File: config.mk
export PLATFORM = sky130hd
export DESIGN_NAME = hfsa_ctrl
export DESIGN_NICKNAME = d
export VERILOG_FILES = /design/src/rtl/hair_fiber_shading_accumulator_unit_macros.svh /design/src/rtl/hfsa_pkg.sv /design/src/rtl/hfsa_ctrl.sv
export SDC_FILE = /design/constraint.sdc
export NUM_CORES = 1
export LEC_CHECK = 0
export BUFFER_PORTS_ARGS = -buffer_cell sky130_fd_sc_hd__clkbuf_2
export CAP_MARGIN = 10
export CORE_MARGIN = 2
export CORE_UTILIZATION = 45
export CTS_BUF_LIST = sky130_fd_sc_hd__clkbuf_16
export CTS_CLUSTER_DIAMETER = 200
export CTS_CLUSTER_SIZE = 20
export DETAILED_ROUTE_END_ITERATION = 7
export GPL_TIMING_DRIVEN = 0
export SLEW_MARGIN = 20
export SYNTH_ARGS = -nofsm -noshare
export SYNTH_HDL_FRONTEND = slang
export SYNTH_SLANG_ARGS = --single-unit
File: constraint.sdc
create_clock -name i_clk -period 3.5 [get_ports i_clk]
set_input_delay 1.05 -clock i_clk [delete_from_list [all_inputs] [get_ports i_clk]]
set_output_delay 1.05 -clock i_clk [all_outputs]
set_load 0.05 [all_outputs]
File: src/rtl/hair_fiber_shading_accumulator_unit_macros.svh
// assertion macros for the hair shading accumulator
`ifndef HAIR_FIBER_SHADING_ACCUMULATOR_UNIT_MACROS_SVH
`define HAIR_FIBER_SHADING_ACCUMULATOR_UNIT_MACROS_SVH
`ifndef NO_ASSERTIONS
`define HFSA_ASSERT_IMP(lbl, clk, rst_n, ante, cons, msg) \
    lbl: assert property (@(posedge clk) disable iff (!rst_n) (ante) |-> (cons)) \
        else $error(msg);
`define HFSA_ASSERT_NXT(lbl, clk, rst_n, ante, cons, msg) \
    lbl: assert property (@(posedge clk) disable iff (!rst_n) (ante) |=> (cons)) \
        else $error(msg);
`else
`define HFSA_ASSERT_IMP(lbl, clk, rst_n, ante, cons, msg)
`define HFSA_ASSERT_NXT(lbl, clk, rst_n, ante, cons, msg)
`endif
`endif

File: src/rtl/hfsa_pkg.sv
package hfsa_pkg;

    localparam int PC_W       = 7;
    localparam int CNT_W      = 5;
    localparam int SQRT_STEPS = 32;
    localparam int DIV_STEPS  = 15;

    localparam logic [PC_W-1:0] PC_START = 7'd0;
    localparam logic [PC_W-1:0] PC_LIGHT = 7'd16;

    localparam logic [1:0] CFG_GAIN_R = 2'd0;
    localparam logic [1:0] CFG_GAIN_G = 2'd1;
    localparam logic [1:0] CFG_GAIN_B = 2'd2;

    localparam logic [1:0] CH_0 = 2'd0;
    localparam logic [1:0] CH_1 = 2'd1;
    localparam logic [1:0] CH_2 = 2'd2;

    localparam logic [15:0] GAIN_RESET = 16'd256;
    localparam logic [14:0] TAN_ONE    = 15'd16384;

    typedef enum logic [5:0] {
        OP_NOP, OP_LATCH, OP_START, OP_ACC_CLR, OP_ACC_ADD, OP_ACC_LD,
        OP_MUL_SQA, OP_MUL_TA, OP_MUL_TV, OP_MUL_SQTL, OP_MUL_SQTI, OP_MUL_DS,
        OP_MUL_TLTI, OP_MUL_PP, OP_MUL_P4, OP_MUL_SG, OP_MUL_SGD, OP_MUL_TOT,
        OP_SQ_LD_ACC, OP_SQ_LD_ONE, OP_SQ_STEP, OP_LEN_WB, OP_DIV_LD, OP_DIV_STEP,
        OP_TAN_WB, OP_TL_WB, OP_TI_WB, OP_DIFF_WB, OP_SINI_WB, OP_S_WB,
        OP_PW_WB, OP_P4_SAVE, OP_D_WB, OP_SUM_WB, OP_EMIT, OP_END
    } t_op;

    typedef struct packed {
        t_op        op;
        logic [1:0] sel;
    } t_cmd;

    typedef struct packed {
        logic last;
        logic out_free;
    } t_stat;

    // sequencer program: start item from PC_START, light item from PC_LIGHT
    function automatic t_cmd prog(input logic [PC_W-1:0] pc);
        t_cmd c;
        c = '{OP_NOP, CH_0};
        case (pc)
            7'd0:  c = '{OP_START,     CH_0};
            7'd1:  c = '{OP_MUL_SQA,   CH_0};
            7'd2:  c = '{OP_ACC_ADD,   CH_0};
            7'd3:  c = '{OP_MUL_SQA,   CH_1};
            7'd4:  c = '{OP_ACC_ADD,   CH_0};
            7'd5:  c = '{OP_MUL_SQA,   CH_2};
            7'd6:  c = '{OP_ACC_ADD,   CH_0};
            7'd7:  c = '{OP_SQ_LD_ACC, CH_0};
            7'd8:  c = '{OP_LEN_WB,    CH_0};
            7'd9:  c = '{OP_DIV_LD,    CH_0};
            7'd10: c = '{OP_TAN_WB,    CH_0};
            7'd11: c = '{OP_DIV_LD,    CH_1};
            7'd12: c = '{OP_TAN_WB,    CH_1};
            7'd13: c = '{OP_DIV_LD,    CH_2};
            7'd14: c = '{OP_TAN_WB,    CH_2};
            7'd15: c = '{OP_END,       CH_0};
            7'd16: c = '{OP_ACC_CLR,   CH_0};
            7'd17: c = '{OP_MUL_TA,    CH_0};
            7'd18: c = '{OP_ACC_ADD,   CH_0};
            7'd19: c = '{OP_MUL_TA,    CH_1};
            7'd20: c = '{OP_ACC_ADD,   CH_0};
            7'd21: c = '{OP_MUL_TA,    CH_2};
            7'd22: c = '{OP_ACC_ADD,   CH_0};
            7'd23: c = '{OP_TL_WB,     CH_0};
            7'd24: c = '{OP_ACC_CLR,   CH_0};
            7'd25: c = '{OP_MUL_TV,    CH_0};
            7'd26: c = '{OP_ACC_ADD,   CH_0};
            7'd27: c = '{OP_MUL_TV,    CH_1};
            7'd28: c = '{OP_ACC_ADD,   CH_0};
            7'd29: c = '{OP_MUL_TV,    CH_2};
            7'd30: c = '{OP_ACC_ADD,   CH_0};
            7'd31: c = '{OP_TI_WB,     CH_0};
            7'd32: c = '{OP_MUL_SQTL,  CH_0};
            7'd33: c = '{OP_SQ_LD_ONE, CH_0};
            7'd34: c = '{OP_DIFF_WB,   CH_0};
            7'd35: c = '{OP_MUL_SQTI,  CH_0};
            7'd36: c = '{OP_SQ_LD_ONE, CH_0};
            7'd37: c = '{OP_SINI_WB,   CH_0};
            7'd38: c = '{OP_MUL_DS,    CH_0};
            7'd39: c = '{OP_ACC_LD,    CH_0};
            7'd40: c = '{OP_MUL_TLTI,  CH_0};
            7'd41: c = '{OP_ACC_ADD,   CH_0};
            7'd42: c = '{OP_S_WB,      CH_0};
            7'd43: c = '{OP_MUL_PP,    CH_0};
            7'd44: c = '{OP_PW_WB,     CH_0};
            7'd45: c = '{OP_MUL_PP,    CH_0};
            7'd46: c = '{OP_PW_WB,     CH_0};
            7'd47: c = '{OP_P4_SAVE,   CH_0};
            7'd48: c = '{OP_MUL_PP,    CH_0};
            7'd49: c = '{OP_PW_WB,     CH_0};
            7'd50: c = '{OP_MUL_PP,    CH_0};
            7'd51: c = '{OP_PW_WB,     CH_0};
            7'd52: c = '{OP_MUL_P4,    CH_0};
            7'd53: c = '{OP_PW_WB,     CH_0};
            7'd54: c = '{OP_MUL_SG,    CH_0};
            7'd55: c = '{OP_MUL_SGD,   CH_0};
            7'd56: c = '{OP_D_WB,      CH_0};
            7'd57: c = '{OP_MUL_TOT,   CH_0};
            7'd58: c = '{OP_SUM_WB,    CH_0};
            7'd59: c = '{OP_MUL_SG,    CH_1};
            7'd60: c = '{OP_MUL_SGD,   CH_1};
            7'd61: c = '{OP_D_WB,      CH_1};
            7'd62: c = '{OP_MUL_TOT,   CH_1};
            7'd63: c = '{OP_SUM_WB,    CH_1};
            7'd64: c = '{OP_MUL_SG,    CH_2};
            7'd65: c = '{OP_MUL_SGD,   CH_2};
            7'd66: c = '{OP_D_WB,      CH_2};
            7'd67: c = '{OP_MUL_TOT,   CH_2};
            7'd68: c = '{OP_SUM_WB,    CH_2};
            7'd69: c = '{OP_END,       CH_0};
            default: c = '{OP_NOP,     CH_0};
        endcase
        return c;
    endfunction

endpackage

File: src/rtl/hfsa_ctrl.sv
module hfsa_ctrl (
    input  logic          i_clk,
    input  logic          i_rst_n,
    input  logic          i_s_tvalid,
    input  logic          i_s_tuser,
    input  hfsa_pkg::t_stat i_stat,
    output logic          o_s_tready,
    output hfsa_pkg::t_cmd  o_cmd
);
    import hfsa_pkg::*;

    typedef enum logic [3:0] {
        ST_IDLE = 4'b0001,
        ST_RUN  = 4'b0010,
        ST_SQRT = 4'b0100,
        ST_DIV  = 4'b1000
    } t_state;

    t_state           r_state, n_state;
    logic [PC_W-1:0]  r_pc, n_pc;
    logic [CNT_W-1:0] r_cnt, n_cnt;
    t_cmd             w_prog;

    assign w_prog = prog(r_pc);

    always_comb begin
        n_state    = r_state;
        n_pc       = r_pc;
        n_cnt      = r_cnt;
        o_cmd      = '{OP_NOP, CH_0};
        o_s_tready = 1'b0;
        case (r_state)
            ST_IDLE: begin
                o_s_tready = 1'b1;
                if (i_s_tvalid) begin
                    o_cmd   = '{OP_LATCH, CH_0};
                    n_pc    = i_s_tuser ? PC_LIGHT : PC_START;
                    n_state = ST_RUN;
                end
            end
            ST_RUN: begin
                o_cmd = w_prog;
                if (w_prog.op inside {OP_SQ_LD_ACC, OP_SQ_LD_ONE}) begin
                    n_state = ST_SQRT;
                    n_cnt   = '0;
                    n_pc    = r_pc + 1'b1;
                end else if (w_prog.op == OP_DIV_LD) begin
                    n_state = ST_DIV;
                    n_cnt   = '0;
                    n_pc    = r_pc + 1'b1;
                end else if (w_prog.op == OP_END) begin
                    o_cmd = '{OP_NOP, CH_0};
                    if (!i_stat.last) begin
                        n_state = ST_IDLE;
                    end else if (i_stat.out_free) begin
                        // hold here until the output slot is free
                        o_cmd   = '{OP_EMIT, CH_0};
                        n_state = ST_IDLE;
                    end
                end else begin
                    n_pc = r_pc + 1'b1;
                end
            end
            ST_SQRT: begin
                o_cmd = '{OP_SQ_STEP, CH_0};
                n_cnt = r_cnt + 1'b1;
                if (r_cnt == CNT_W'(SQRT_STEPS - 1)) begin
                    n_state = ST_RUN;
                end
            end
            ST_DIV: begin
                o_cmd = '{OP_DIV_STEP, CH_0};
                n_cnt = r_cnt + 1'b1;
                if (r_cnt == CNT_W'(DIV_STEPS - 1)) begin
                    n_state = ST_RUN;
                end
            end
            default: begin
                n_state = ST_IDLE;
            end
        endcase
    end

    always_ff @(posedge i_clk) begin
        if (!i_rst_n) begin
            r_state <= ST_IDLE;
            r_pc    <= '0;
            r_cnt   <= '0;
        end else begin
            r_state <= n_state;
            r_pc    <= n_pc;
            r_cnt   <= n_cnt;
        end
    end

endmodule

# Yosys cells after proc, flatten, opt, wreduce, memory -nomap -nowiden
# Memory sizes are Yosys's and may differ from the RTL's. A register that Yosys moved wholly into a read port is not among the register bits.
# Index checks and enable logic that the tools add are counted.
[classes]
reduce_logical = 7
n_addsub = 2
n_eq_ne = 17
mux = 28
[ops]
columns = ["cell", "n"]
rows = [
  ["two-way mux 7 bit", 6],
  ["two-way mux 8 bit", 5],
  ["two-way mux 4 bit", 8],
  ["one-hot mux 8 bit (4 select lines)", 1],
  ["== test 6 x 5 -> 1 bit, second input constant", 3],
  ["one-hot mux 4 bit (4 select lines)", 1],
  ["two-way mux 5 bit", 3],
  ["one-hot mux 7 bit (2 select lines)", 1],
  ["one-hot mux 5 bit (2 select lines)", 1],
  ["inequality test 4 bit, second input constant", 2],
  ["adder 7 x 1 -> 7 bit, second input constant", 1],
  ["== test 6 bit, second input constant", 1],
  ["inequality test 2 bit, second input constant", 3],
  ["nonzero test 2 bit", 3],
  ["adder 5 x 1 -> 5 bit, second input constant", 1],
  ["== test 5 x 4 -> 1 bit, second input constant", 1],
  ["== test 5 bit, second input constant", 1],
  ["inequality test 5 bit, second input constant", 1],
  ["AND reduction 5 bit", 1],
  ["== test 4 x 1 -> 1 bit, second input constant", 1],
  ["== test 4 x 2 -> 1 bit, second input constant", 1],
  ["== test 4 x 3 -> 1 bit, second input constant", 1],
  ["== test 4 bit, second input constant", 1],
  ["two-way mux 3 bit", 1],
  ["5 further kinds", 5],
]
[totals]
output_inout_bits = 9
mem_count = 1
word_cells = 58
inputBits = 6
mem_bits_ro = 1024
reg_bits = 16
[memory_table]
columns = ["name", "depth", "word_bits", "read_ports", "rd_clocked_by_memory_dff", "wr", "line", "text"]
rows = [
  ["(no name shown)", 128, 8, 1, 1, 0, "hfsa_pkg.sv:45", "case (pc)"],
]

# Depth between registers and ports, before layout
[logic_depth]
depth_word = 7
mapped_depth = 15
mapped_depth_nobuf = 13

# Least setup slack after synthesis
# OpenSTA, ideal clock, no wires.
[synth_path]
path_type = "reg-to-reg"
startpoint = "register r_state[3]"
endpoint = "register, netlist name w_prog[3]"
t_required_ns = 3.371
n_path_buf = 2
setup_time_ns = 0.129
setup_slack_ns = 0.327
period_less_slack_ns = 3.173
arrival_time_ns = 3.044
stages_incl_launch_ff = 14
cell_sequence = "dfxtp_1 > buf_2 > or2_1 > buf_6 > or3b_4 > clkinv_4 > nand2_2 > a311oi_4 > nand2b_1 > inv_1 > ha_1 > or3_1 > a31oi_1 > o211ai_1"
[synth_via]
elab_chain_len = 5
elab_cells_between_ends = 9
classes_between = "eq/ne (4); mux (3); reduce/logical (2)"
[synth_lines]
columns = ["element", "line", "text"]
rows = [
  ["from (decl)", "hfsa_ctrl.sv:19", "t_state r_state, n_state;"],
  ["from (signal assigned)", "hfsa_ctrl.sv:90", "r_state <= n_state;"],
  ["== test 4 x 2 -> 1 bit / == test 4 x 1 -> 1 bit (equally long branches)", "hfsa_ctrl.sv:32", "case (r_state)"],
  ["inequality test 4 bit (no source line), or another cell as far along", "--", ""],
  ["AND reduction 3 bit (no source line)", "--", ""],
  ["two-way mux 7 bit (no source line) * (2 in a row)", "--", ""],
]
# Mark *: on every way between the ends. The rest lies on a longest branch, timed or not.
# A chain may end at the register's enable or synchronous reset.

# Worst setup path after layout
[layout_path]
startpoint = "register r_state[3]"
endpoint = "register, netlist name w_prog[4]"
[layout_via]
elab_chain_len = 5
elab_cells_between_ends = 9
classes_between = "eq/ne (4); mux (3); reduce/logical (2)"
[layout_lines]
columns = ["element", "line"]
rows = [
  ["== test 4 x 2 -> 1 bit / == test 4 x 1 -> 1 bit (equally long branches)", "hfsa_ctrl.sv:32"],
  ["inequality test 4 bit (no source line), or another cell as far along", "--"],
  ["AND reduction 3 bit (no source line)", "--"],
  ["two-way mux 7 bit (no source line) * (2 in a row)", "--"],
]
# Marks and branches as above.

==> impl_metrics.tcl <==
set metrics [dict create \
    status "finished, final reports clean" \
    ys_types 77 \
    routed_via_density 6.27 \
    setup_viol 0 \
    slew_headroom 0.512 \
    finalHoldViolations 0 \
    leakage_nw 1.05 \
    slowest_delay_ns 0.40 \
    crit_type "register to register" \
    drv_cap 0 \
    yosysSeqAreaShare 0.206 \
    start_util 0.462 \
    portBuffers 14 \
    crit_slowest_cell "or3b_4" \
    n_fill_cell 486 \
    hpwlAfterDp_um 5150 \
    area_delta_synth_final_pct 13.7 \
    drive_above_1_share 0.203 \
    place_congestion 0.894 \
    netlist_top_cells_area "dfxtp_1, ha_1, nor2_1" \
    fmax_mhz 298 \
    arrival_ns 3.54 \
    power.density_nw_per_um2 386 \
    synth_edf_count 0 \
    rsz0062_at_grt "false" \
    core_region_area_um2 5040 \
    grt_use_total 0.236 \
    synth-async-reset-ratio 0 \
    grt_max_degree 15 \
    die_area_um2 5770 \
    clock_latency_ns 0.26 \
    synthMostInstantiatedCell "nor2_1" \
    path_clk_slew_ns 0.07 \
    avgRoutedWirePerCell_um 18.0 \
    post-route-util 0.526 \
    mappedNetlistArea_um2 2330 \
    antenna_found_initial 0 \
    nets 337 \
    clockRootBuffer "clkbuf_16" \
    cts_tree "done" \
    io_pins 15 \
    vias 2421 \
    synth_nets 313 \
    ctsHoldBuffers 0 \
    timing.final.crit_period_ns 3.36 \
    max-vdd-ir-drop_mv 0.268 \
    crit_required_ns 3.68 \
    num_antenna_cells 0 \
    hold_class "register to register" \
    setup.worst_path.start_class "register" \
    endpoint_kind "register" \
    worst-path-buf-inv 4 \
    final_max_slew_viol_count 0 \
    grt.overflow.total 0 \
    crit_family "simple AND/OR/NAND/NOR gates" \
    pre_cts_ws_ns -0.294 \
    yosysWarnings 0 \
    post_dp_cell_area_um2 2490 \
    setup_tns_ns 0 \
    synth_top_area_frac 0.206 \
    drt-total-wl_um 6940 \
    min_period_over_period 0.959 \
    final_cell_area_um2 2650 \
    route.detailed.drc 0 \
    clock_path_buffers 2 \
    fp.dieW_um 76.0 \
    yosysTopAreaCell "dfxtp_1" \
    numCtsBuffers 3 \
    die_h_um 76.0 \
    finalWorstSetupSlack_ns 0.145 \
    syn_inst 293 \
    firstDrtPassIters 5 \
    drt_iter0_drc 227 \
    h-tree-depth 1 \
    whs_ns 0.536 \
    max_slew.worst_pin.slew_ns 0.726 \
    clock_sinks 24 \
    antenna_left 0 \
    syn_avg_cell_area_um2 7.95 \
    cp_cell_sequence "buf_2 > or2_1 > buf_6 > or3b_4 > clkinv_4 > nand2_2 > a311oi_4 > nand2b_4 > ha_1 > inv_1 > or3_1 > a31oi_1 > o21ai_1 > o211ai_1" \
    crit_fanout 8 \
    rows 26 \
    grt_pass1_vias 2260 \
    grt_pass1_wl_um 11300 \
    synth.ff_latch_count 24 \
    synthFlopType "dfxtp_1" \
    synth_commonest_cells "nor2_1, dfxtp_1, nand2_1, a21oi_1, o21ai_0" \
    clock-skew-final_ns 0.00308 \
]
## worst paths after layout
| path | slack, ns | start | cells past startpoint | to |
|---|---|---|---|---|
| min reg2reg | 0.54 | r_cnt[4] | 2 | r_cnt[4] |
| max reg2reg | 0.14 | r_state[3] | 14 | w_prog[4] |
| min | 0.54 | r_cnt[4] | 2 | r_cnt[4] |
| max | 0.14 | r_state[3] | 14 | w_prog[4] |
## layout make-up
type,count,area [um2],area share
inverter,16,65.1,0.0246
timing repair buffer,19,108,0.0406
buffer,14,93.8,0.0354
clock buffer,3,75.1,0.0283
clock inverter,1,30.0,0.0113
sequential,24,480,0.181
multi-input combinational,239,1710,0.645
tap,70,87.6,0.0331
## tightest hold or removal path, cell delays in order, from the launching register on
cell     delay (ns)
dfxtp_1        0.35
a22oi_1        0.08
nor2_1         0.07
## placed cells by master (no fill, tap or decap), drive strengths merged, types with 3 or more instances in the layout
master  instances
nand3          13
xor2            4
a21oi          20
inv            13
o31ai           5
nand2          22
nand2b          6
or3             4
nor3            8
and2            6
nor4b           3
o21ai          20
a21o            3
clkbuf         17
mux2i           4
dfxtp          24
ha             14
buf            19
nand4           6
o211ai         13
a211oi          5
a31oi           5
clkinv          3
nor3b           3
nor2           29
## routing by layer
metal	vias to the layer above	routed length [um]	track usage	share of wire
met5	-	0	0	0
met4	0	197	0.100	0.028
met3	27	354	0.0238	0.051
met2	112	3420	0.419	0.49
met1	1135	2970	0.291	0.43
li1	1147	-	-	-
## per-stage QoR
| stage | power [mW] | instances |
|---|---|---|
| 6_report | 1.02 | 386 |
| 5_1_grt | 1.07 | 386 |
| 4_1_cts | 0.996 | 382 |
| 3_5_place_dp | 0.658 | 377 |
| 3_3_place_gp | 0.659 | 377 |
| 2_1_floorplan | 0.576 | 293 |
## registers in the layout (all words and copies together) (netlist names)
name     count
w_prog       8
r_pc         7
r_cnt        5
r_state      4
## repair_timing
| item | CTS | global route |
|---|---|---|
| resized for setup | 2 | 3 |
| setup endpoints to repair | 6 | 5 |
| buffers inserted | 1 | 4 |
| pin swaps | 1 | 1 |
## kinds of logic after synthesis
| kind of cell | Yosys count | share of synthesized area |
|---|---|---|
| and+or+nand+nor | 121 | 0.304 |
| AOI/OAI and AO/OA | 94 | 0.303 |
| buffers and inverters | 30 | 0.0682 |
| DFF | 24 | 0.206 |
| adders and majority gates | 14 | 0.0752 |
| muxes | 6 | 0.0285 |
| xor gates and xnor gates | 4 | 0.0150 |
## where the power goes
part           internal [mW]  total (mW)  leakage (nW)  switching, mW
clock network          0.228       0.332        0.0511          0.104
registers              0.289       0.304         0.195         0.0152
logic                  0.145       0.387         0.807          0.243
Note: power is estimated with default switching activity, not from simulation.
